$ cat src/tlru_pkg.sv
// shared types, sizes and age helpers for the true-lru victim selector
// no dependencies; imported by true_lru_victim_select_qbs
package tlru_pkg;

    localparam int WAYS         = 16;
    localparam int SETS         = 64;
    localparam int AGE_W        = 4;
    localparam int WAY_W        = 4;
    localparam int SET_W        = $clog2(SETS);
    localparam int MASK_W       = 16;
    localparam int LIMIT_W      = 4;
    localparam int ATT_W        = 3;
    localparam int MAX_ATTEMPTS = 8;
    localparam int WAYS_P2      = 2 ** $clog2(WAYS);

    localparam logic CMD_HIT    = 1'b0;
    localparam logic CMD_VICTIM = 1'b1;

    typedef logic [WAYS*AGE_W-1:0] t_ages;
    typedef logic [AGE_W-1:0]      t_age;
    typedef logic [WAY_W-1:0]      t_way;

    // one node of the largest-age search tree
    typedef struct packed {
        logic ok;
        t_age age;
        t_way idx;
    } t_node;

    function automatic t_age age_of(t_ages ages, t_way w);
        return ages[w*AGE_W +: AGE_W];
    endfunction

    // in every set, way w starts with age w
    function automatic t_ages init_ages();
        t_ages a;
        a = '0;
        for (int w = 0; w < WAYS; w++) begin
            a[w*AGE_W +: AGE_W] = AGE_W'(w);
        end
        return a;
    endfunction

    localparam t_ages AGES_INIT = init_ages();

    // move target to age 0, age every way that was younger by one
    function automatic t_ages to_mru(t_ages ages, t_way target);
        t_ages o;
        t_age  ta;
        t_age  a;
        ta = age_of(ages, target);
        o  = '0;
        for (int w = 0; w < WAYS; w++) begin
            a = ages[w*AGE_W +: AGE_W];
            if (WAY_W'(w) == target) begin
                a = '0;
            end else if (a < ta) begin
                a = a + 1'b1;
            end
            o[w*AGE_W +: AGE_W] = a;
        end
        return o;
    endfunction

endpackage

$ cat src/true_lru_victim_select_qbs.sv
// true-lru replacement state with query-based victim selection
// depends on tlru_pkg (sizes, age helpers, search node type)

// Keeps a true-LRU age per way for every set in a single-port memory with
// per-set valid bits, so no clearing pass is needed after reset. Issue a
// command with start while busy is low. A hit update, or a victim taken from
// an invalid way, raises o_result_valid once the command has passed S_LOAD
// and S_EXEC and its result is registered; a victim search spends another
// round in S_EXEC (largest-age search and MRU update) for each rejection.
// The result is shown for exactly one cycle and cannot be stalled; busy is
// already low in that cycle, so the next command may be accepted then. The
// attempt limit (1..8, 0 acts as 1, above 8 acts as 8) is written through
// the cfg channel, which is always ready; the user must write it only while
// no command is in flight, as the block itself does not enforce this.
module true_lru_victim_select_qbs (
    input  logic                           i_clk,
    input  logic                           i_rst_n,
    input  logic                           start,
    output logic                           busy,
    input  logic                           i_command,
    input  logic [tlru_pkg::SET_W-1:0]     i_set_index,
    input  logic [tlru_pkg::WAY_W-1:0]     i_way,
    input  logic [tlru_pkg::MASK_W-1:0]    i_valid_mask,
    input  logic [tlru_pkg::MASK_W-1:0]    i_replaceable_mask,
    input  logic [tlru_pkg::MASK_W-1:0]    i_lower_level_mask,
    input  logic                           i_cfg_valid,
    output logic                           o_cfg_ready,
    input  logic [tlru_pkg::LIMIT_W-1:0]   i_cfg_data,
    output logic                           o_result_valid,
    output logic [tlru_pkg::WAY_W-1:0]     o_victim_way,
    output logic [tlru_pkg::AGE_W-1:0]     o_hit_position,
    output logic                           o_used_invalid,
    output logic [tlru_pkg::ATT_W-1:0]     o_attempt_taken,
    output logic [tlru_pkg::ATT_W-1:0]     o_rejections
);
    import tlru_pkg::*;

    localparam logic [1:0] S_IDLE = 2'd0;
    localparam logic [1:0] S_LOAD = 2'd1;
    localparam logic [1:0] S_EXEC = 2'd2;

    t_ages mem [SETS];
    logic [SETS-1:0] r_written;

    logic [1:0]         r_state, n_state;
    logic [LIMIT_W-1:0] r_cfg_limit;
    logic [LIMIT_W-1:0] r_limit;
    logic               r_cmd;
    logic [SET_W-1:0]   r_set;
    t_way               r_way;
    logic [MASK_W-1:0]  r_valid, r_repl, r_lower;
    t_ages              r_rd_data;
    logic               r_rd_written;
    t_ages              r_ages, n_ages;
    logic [ATT_W-1:0]   r_att, n_att;

    logic               r_out_vld;
    t_way               r_out_victim;
    t_age               r_out_hitpos;
    logic               r_out_inv;
    logic [ATT_W-1:0]   r_out_taken, r_out_rej;

    logic               accept;
    logic               finish;
    logic               mem_we;
    t_way               res_victim;
    t_age               res_hitpos;
    logic               res_inv;
    logic               inv_found;
    t_way               inv_way;
    t_node              node [1:2*WAYS_P2-1];
    t_way               pick;
    logic               reject;

    assign accept      = start && !busy;
    assign busy        = (r_state != S_IDLE);
    assign o_cfg_ready = 1'b1;

    // lowest-index invalid way
    always_comb begin
        inv_found = 1'b0;
        inv_way   = '0;
        for (int w = WAYS - 1; w >= 0; w--) begin
            if (!r_valid[w]) begin
                inv_found = 1'b1;
                inv_way   = WAY_W'(w);
            end
        end
    end

    // largest nonzero replaceable age, lowest index on ties
    always_comb begin
        for (int w = 0; w < WAYS_P2; w++) begin
            if (w < WAYS) begin
                node[WAYS_P2 + w].ok  = r_repl[w] &&
                                        (r_ages[w*AGE_W +: AGE_W] != '0);
                node[WAYS_P2 + w].age = r_ages[(w % WAYS)*AGE_W +: AGE_W];
            end else begin
                node[WAYS_P2 + w].ok  = 1'b0;
                node[WAYS_P2 + w].age = '0;
            end
            node[WAYS_P2 + w].idx = WAY_W'(w);
        end
        for (int n = WAYS_P2 - 1; n >= 1; n--) begin
            if (node[2*n+1].ok && (!node[2*n].ok || node[2*n+1].age > node[2*n].age)) begin
                node[n] = node[2*n+1];
            end else begin
                node[n] = node[2*n];
            end
        end
        pick = node[1].ok ? node[1].idx : '0;
    end

    always_comb begin
        n_state    = r_state;
        n_ages     = r_ages;
        n_att      = r_att;
        finish     = 1'b0;
        mem_we     = 1'b0;
        reject     = 1'b0;
        res_victim = '0;
        res_hitpos = '0;
        res_inv    = 1'b0;
        unique case (r_state)
            S_IDLE: begin
                if (accept) begin
                    n_state = S_LOAD;
                    n_att   = '0;
                end
            end
            S_LOAD: begin
                n_ages  = r_rd_written ? r_rd_data : AGES_INIT;
                n_state = S_EXEC;
            end
            S_EXEC: begin
                if (r_cmd == CMD_HIT) begin
                    finish = 1'b1;
                    if ({1'b0, r_way} < (WAY_W + 1)'(WAYS)) begin
                        res_hitpos = age_of(r_ages, r_way);
                        n_ages     = to_mru(r_ages, r_way);
                        mem_we     = 1'b1;
                    end
                end else if (inv_found) begin
                    finish     = 1'b1;
                    mem_we     = 1'b1;
                    res_victim = inv_way;
                    res_inv    = 1'b1;
                    n_ages     = to_mru(r_ages, inv_way);
                end else begin
                    n_ages = to_mru(r_ages, pick);
                    reject = ((LIMIT_W'(r_att) + 1'b1) < r_limit) && r_lower[pick];
                    if (reject) begin
                        n_att = r_att + 1'b1;
                    end else begin
                        finish     = 1'b1;
                        mem_we     = 1'b1;
                        res_victim = pick;
                    end
                end
                if (finish) begin
                    n_state = S_IDLE;
                end
            end
            default: n_state = S_IDLE;
        endcase
    end

    // state memory: read at accept, write back when the command finishes
    always_ff @(posedge i_clk) begin
        if (accept) begin
            r_rd_data <= mem[i_set_index];
        end
        if (mem_we) begin
            mem[r_set] <= n_ages;
        end
    end

    always_ff @(posedge i_clk) begin
        if (!i_rst_n) begin
            r_state     <= S_IDLE;
            r_written   <= '0;
            r_cfg_limit <= LIMIT_W'(1);
            r_out_vld   <= 1'b0;
            r_att       <= '0;
        end else begin
            r_state   <= n_state;
            r_att     <= n_att;
            r_out_vld <= finish;
            if (i_cfg_valid && o_cfg_ready) begin
                r_cfg_limit <= i_cfg_data;
            end
            if (mem_we) begin
                r_written[r_set] <= 1'b1;
            end
        end
    end

    always_ff @(posedge i_clk) begin
        r_ages <= n_ages;
        if (accept) begin
            r_cmd        <= i_command;
            r_set        <= i_set_index;
            r_way        <= i_way;
            r_valid      <= i_valid_mask;
            r_repl       <= i_replaceable_mask;
            r_lower      <= i_lower_level_mask;
            r_rd_written <= r_written[i_set_index];
            if (r_cfg_limit == '0) begin
                r_limit <= LIMIT_W'(1);
            end else if (r_cfg_limit > LIMIT_W'(MAX_ATTEMPTS)) begin
                r_limit <= LIMIT_W'(MAX_ATTEMPTS);
            end else begin
                r_limit <= r_cfg_limit;
            end
        end
        if (finish) begin
            r_out_victim <= res_victim;
            r_out_hitpos <= res_hitpos;
            r_out_inv    <= res_inv;
            r_out_taken  <= res_inv ? '0 : r_att;
            r_out_rej    <= res_inv ? '0 : r_att;
        end
    end

    assign o_result_valid  = r_out_vld;
    assign o_victim_way    = r_out_victim;
    assign o_hit_position  = r_out_hitpos;
    assign o_used_invalid  = r_out_inv;
    assign o_attempt_taken = r_out_taken;
    assign o_rejections    = r_out_rej;

`ifndef SYNTHESIS
    a_result_ends_cmd: assert property (@(posedge i_clk) disable iff (!i_rst_n)
        o_result_valid |-> !busy && $past(r_state) == S_EXEC)
        else $error("result without a finishing command");

    a_rej_matches_att: assert property (@(posedge i_clk) disable iff (!i_rst_n)
        o_result_valid |-> o_rejections == o_attempt_taken)
        else $error("rejection count differs from accepted attempt");

    a_invalid_first: assert property (@(posedge i_clk) disable iff (!i_rst_n)
        o_result_valid && o_used_invalid |-> o_attempt_taken == '0)
        else $error("invalid-way victim after rejections");

    a_att_bounded: assert property (@(posedge i_clk) disable iff (!i_rst_n)
        r_state == S_EXEC |-> LIMIT_W'(r_att) < r_limit)
        else $error("attempt count passed the limit");

    a_exec_order: assert property (@(posedge i_clk) disable iff (!i_rst_n)
        r_state == S_EXEC |-> $past(r_state) == S_LOAD || $past(r_state) == S_EXEC)
        else $error("selection entered without a memory read");
`endif

endmodule
$ cat config.mk
export PLATFORM = sky130hd
export DESIGN_NAME = true_lru_victim_select_qbs
export DESIGN_NICKNAME = d
export VERILOG_FILES = /design/src/tlru_pkg.sv /design/src/true_lru_victim_select_qbs.sv
export SDC_FILE = /design/constraint.sdc
export NUM_CORES = 2
export LEC_CHECK = 0
export BUFFER_PORTS_ARGS = -buffer_cell sky130_fd_sc_hd__buf_2
export CORE_MARGIN = 1.5
export CORE_UTILIZATION = 35
export CTS_CLUSTER_SIZE = 12
export DETAILED_ROUTE_END_ITERATION = 12
export PLACE_DENSITY = 0.51
export REMOVE_ABC_BUFFERS = 1
export SLEW_MARGIN = 20
export SYNTH_ARGS = -nofsm -noshare
export SYNTH_HDL_FRONTEND = slang
export SYNTH_SLANG_ARGS = --single-unit
$ cat constraint.sdc
create_clock -name i_clk -period 17.2 [get_ports i_clk]
set_clock_uncertainty 0.2 [all_clocks]
set_input_delay 0.86 -clock i_clk [delete_from_list [all_inputs] [get_ports i_clk]]
set_output_delay 0.86 -clock i_clk [all_outputs]
set_load 0.01 [all_outputs]
-- Word-level counts from Yosys, hierarchy flattened
Memories as Yosys holds them, arrays and structs flattened. A register that Yosys moved wholly into a read port is not among the register bits.
Index checks and enable logic that the tools add are counted.
- register bits: 214
- latch bits: 0
- bits in writable memories: 4096
- bits in read-only memories: 0
- bits of input ports: 67
- output and inout bits: 18
- word-level logic and storage cells: 433
- memories: 1
- add/sub/neg operators: 18
- $mul: 0
- div/mod/pow operators: 0
- order comparisons: 69
- eq/ne operators: 52
- shifts and indexed selects: 3
- muxes and demuxes: 176
- bitwise operators: 2
- reductions and logical operators: 93
- memory list (memory ; words ; bits a word ; read ports ; clocked after memory_dff ; write ports ; RTL line ; RTL):
    mem ; 64 ; 64 ; 1 ; 1 ; 1 ; true_lru_victim_select_qbs.sv:42 ; t_ages mem [SETS];
- operators with widths (kind ; count):
    2-to-1 mux 4 bit ; 116
    < comparator 4 bit ; 49
    2-to-1 mux 64 bit ; 3
    indexed part select 64 x 7 -> 4 bit ; 3
    2-to-1 mux 9 bit ; 15
    one-hot mux 64 bit (2 select lines) ; 1
    equality test 4 bit, first input constant ; 24
    adder 4 x 1 -> 4 bit, second input constant ; 16
    bitwise OR 64 bit ; 1
    nonzero test 4 bit ; 16
    > comparator 4 bit ; 15
    equality test 3 x 4 -> 1 bit, first input constant ; 12
    logical AND 1 bit ; 34
    2-to-1 mux 1 bit ; 30
    equality test 2 x 4 -> 1 bit, first input constant ; 6
    logical NOT 1 bit ; 16
    logical NOT 4 bit ; 4
    logical OR 1 bit ; 15
    < comparator 6 x 7 -> 1 bit, second input constant ; 2
    equality test 1 x 4 -> 1 bit, first input constant ; 3
    2-to-1 mux 3 bit ; 4
    inequality test 2 bit, second input constant ; 5
    binary-select mux 1 bit (select 6 bit) ; 1
    demux 1 bit (select 6 bit) ; 1
    17 further kinds ; 21

-- Depth between registers and ports, before layout
- depth after elaboration: 28
- gate-level depth with buffers: 53
- gate-level depth less buffers: 47

-- Worst setup path before layout
OpenSTA, ideal clock, no wires.
- path type: flip-flop to flip-flop
- start point: register r_ages[41]
- end point: memory mem[0][2] (netlist name), data pin
- library setup time: 1.299 ns
- arrival time: 15.403 ns
- data required time: 15.701 ns
- path slack: 0.297 ns
- cell stages (with the launch flop): 45
- path buffers: 6
- clock period less this slack: 16.903 ns
- path through: dfxtp_1 -> clkbuf_1 -> inv_1 -> ha_1 -> nor2b_1 -> o21bai_1 -> a2bb2oi_1 -> o211ai_1 -> mux2i_1 -> inv_1 -> ha_1 -> o21a_1 -> o21a_1 -> a21oi_1 -> nor2_1 -> mux2_2 -> ha_1 -> nor2b_1 -> (+9 left out) -> clkbuf_1 -> a221o_1 -> buf_2 -> o31a_1 -> o22ai_4 -> nor2_4 -> clkbuf_1 -> buf_1 -> clkbuf_1 -> a221oi_1 -> o21ai_0 -> ha_1 -> or3_1 -> o21ai_0 -> inv_1 -> a31oi_1 -> a211oi_1 -> a2111oi_0
- word-level cells in the longest chain between the ends: 26
- elaborated cells on any way between the ends: 37
- classes of those cells: 7 x order compare; 3 x shift; 14 x mux; 13 x reduce/logical
- RTL lines (what ; RTL line ; RTL):
    start, declared ; true_lru_victim_select_qbs.sv:54 ; t_ages r_ages, n_ages;
    start signal, assigned ; true_lru_victim_select_qbs.sv:199 ; r_ages <= n_ages;
    branches (longest 24 deep; another with > comparator 4 bit) ; - ;
    2-to-1 mux 64 bit * ; true_lru_victim_select_qbs.sv:136 ; if (r_cmd == CMD_HIT) begin
    one-hot mux 64 bit (2 select lines) * ; true_lru_victim_select_qbs.sv:124 ; unique case (r_state)
    named net n_ages[2] ; true_lru_victim_select_qbs.sv:54 ;
    end, declared ; true_lru_victim_select_qbs.sv:42 ;
Mark *: on every way through the listed nets, which the timed path passes.

-- Worst setup path in the final report
- start point: register r_ages[40]
- end point: memory mem[34][58] (netlist name), data pin
The elaborated chain is that of the path after synthesis.

==> results.sh <==
export IMPL_vias=93400
export IMPL_period_minus_slack_ps=13350
export IMPL_postSynthAreaPerCell_um2=21.0
export IMPL_synth_area_mm2=0.178
export IMPL_relSlewSlack_pct=14.7
export IMPL_cts_resized=0
export IMPL_worst_pin_slew_ps=1270
export IMPL_top_layer="met5"
export IMPL_io_buffers=83
export IMPL_cts_buffers=460
export IMPL_drt_met1_wl_um=244000
export IMPL_crit_arrival_ps=13840
export IMPL_crit_top_cell="ha_1"
export IMPL_cp_end_kind="register"
export IMPL_slowest_delay_ps=760
export IMPL_hold_class="in2reg"
export IMPL_path_max_fanout=63
export IMPL_cts_tree="built"
export IMPL_drc_errors=0
export IMPL_area_growth_pct=14.7
export IMPL_clk_path_buf_depth=4
export IMPL_timing_final_crit_share_pct=77.6
export IMPL_grt_remaining_overflow=0
export IMPL_synth_flop_cell="edfxtp_1"
export IMPL_nets=9273
export IMPL_synthCells=8482
export IMPL_final_hold_viol_count=0
export IMPL_rr_startpoint="r_ages[40]"
export IMPL_dpl_hpwl_um=351000
export IMPL_rows=261
export IMPL_fp_dieW_um=716
export IMPL_grt_setup_unrepaired="false"
export IMPL_tns_ps=0
export IMPL_drt_wirelength_per_cell_um=36.3
export IMPL_cpMaxStageDelayCell="dfxtp_1"
export IMPL_post_cts_buffers=0
export IMPL_slew_violations=0
export IMPL_drt_iter0_markers=11200
export IMPL_max_clock_freq_ghz=0.0749
export IMPL_dr_wl_met3_um=39500
export IMPL_dieArea_mm2=0.512
export IMPL_multi_input_area_mm2=0.0470
export IMPL_setup_viol=0
export IMPL_required_ps=17690
export IMPL_final_layout_size_suffix_gt1_share_pct=27.9
export IMPL_initial_core_util_pct=35.2
export IMPL_yosysWarnings=0
export IMPL_vias_per_cell=5.80
export IMPL_hold_start="i_lower_level_mask[14]"
export IMPL_clock_latency_ps=1050
export IMPL_grt_max_degree=113
export IMPL_gp_congestion=0.902
export IMPL_drtPass1Iterations=6
export IMPL_synth_seq_area_share_pct=73.1
export IMPL_nFillCells=44500
export IMPL_regArea_mm2=0.130
export IMPL_critical_path_startpoint="r_ages[40]"
export IMPL_die_h_um=716
export IMPL_grt_first_pass_wirelength_um=801000
export IMPL_wl_met2_um=279000
export IMPL_drtAntennaViolNets=0
export IMPL_h_tree_depth=5
export IMPL_grt_usage_pct=22.5
export IMPL_antenna_found_initial=59
export IMPL_core_mm2=0.506
export IMPL_path_class="reg2reg"
export IMPL_cts_hold_fix_buffers=48
export IMPL_outcome="finished, final reports clean"
export IMPL_cts_root_buf="clkbuf_16"
export IMPL_startpoint_type="register"
export IMPL_synth_enable_flop_cells=4236
export IMPL_ys_types=100
export IMPL_io_pins=85
export IMPL_ys_seq_elements=4374
export IMPL_async_flop_share_pct=0
export IMPL_max_cap_viol_count=0
export IMPL_clk_pin_slew_ps=70
export IMPL_clock_sinks=4374
export IMPL_drt_wl_total_um=583000
export IMPL_grt_pass1_vias=94400
critical path: cells and delay by family, from the launching register on:
family          cells  cell delay, ps
simple gates       10            2050
compound gates     20            6070
flops               1             760
mux                 1             450
fa+ha+maj           5            1490
buf+inv             6            1840
cell type report:
class	instances	area share (%)
clock buffer	616	6.00
clock inverter	207	0.984
timing repair buffer	464	1.84
sequential	4374	63.7
inverter	106	0.195
tap	6706	4.11
multi-input combinational	3556	23.1
antenna	66	0.0810
registers in the layout, indices dropped and copies added (netlist names), 6 cells and up:
name / cells
mem: 4096
r_ages: 64
r_lower: 16
r_rd_data: 64
r_repl: 16
r_set: 6
r_valid: 16
r_written: 64
kinds of logic (layout without fill, tap and decap cells):
| kind of cell | after synthesis | after routing | synth area share, % |
|---|---|---|---|
| AO/OA/AOI/OAI | 967 | 967 | 3.58 |
| XOR/XNOR | 67 | 67 | 0.330 |
| adder cells (fa/ha/maj) | 244 | 244 | 1.72 |
| buffers and inverters | 552 | 1393 | 1.19 |
| flip-flops | 4374 | 4374 | 73.1 |
| multiplexers | 1433 | 1433 | 17.8 |
| other | 1 | 67 | 0.00211 |
| AND/OR/NAND/NOR | 844 | 844 | 2.29 |
layout by cell type, fill, tap and decap left out, types with 77 or more instances in the layout:
| cell type | synthesis | final |
|---|---|---|
| a21oi_1 | 235 | 218 |
| buf_2 | 12 | 77 |
| buf_4 | 5 | 311 |
| clkbuf_1 | 340 | 143 |
| clkbuf_16 | 0 | 461 |
| clkinv_1 | 6 | 100 |
| dfxtp_1 | 138 | 138 |
| edfxtp_1 | 4236 | 4236 |
| ha_1 | 244 | 242 |
| inv_1 | 98 | 96 |
| mux4_2 | 1385 | 1385 |
| nand2_1 | 229 | 224 |
| nor2_1 | 281 | 214 |
| o21a_1 | 88 | 87 |
| o21ai_0 | 220 | 213 |
synth_stat cells, drive strengths merged (88+ instances only):
library cell  count  area, µm²
nor2            282       1070
inv             100        375
mux4           1385      31200
o21a             88        661
ha              244       3050
clkbuf          340       1280
a21oi           236       1180
edfxtp         4236     127000
buf             106        447
o21ai           228       1140
nand2           229        860
dfxtp           138       2760
through the flow:
stage | cells | utilization, % | worst slack, ps | hold slack, ps | instance area, µm²
6_report | 16100 | 40.3 | 3850 | 84.8 | 204000
2_1_floorplan | 8036 | - | 797 | 235 | 176000
5_1_grt | 16100 | 40.3 | 2820 | 22.6 | 204000
3_3_place_gp | 15100 | 37.3 | 3810 | 240 | 189000
4_1_cts | 16000 | 40.3 | 3960 | 1.39 | 204000
3_5_place_dp | 15200 | 37.4 | 4010 | 249 | 189000
routing by layer:
metal,vias to the layer above,global-route usage [%]
met1,51700,31.3
met2,3865,36.5
met5,-,0
met3,779,3.33
li1,37000,-
met4,6,7.54
worst paths after layout:
path,endpoint,slack [ps],depth (start not counted)
worst min register to register,r_written[3],260,1
worst max-delay path,mem[34][58],3850,42
worst max register to register,mem[34][58],3850,42
worst min-delay path,r_lower[14],80,1
Power is left out: the tool's default activity adds up to more than one toggle a clock period on the data nets, which glitch-free logic cannot reach.
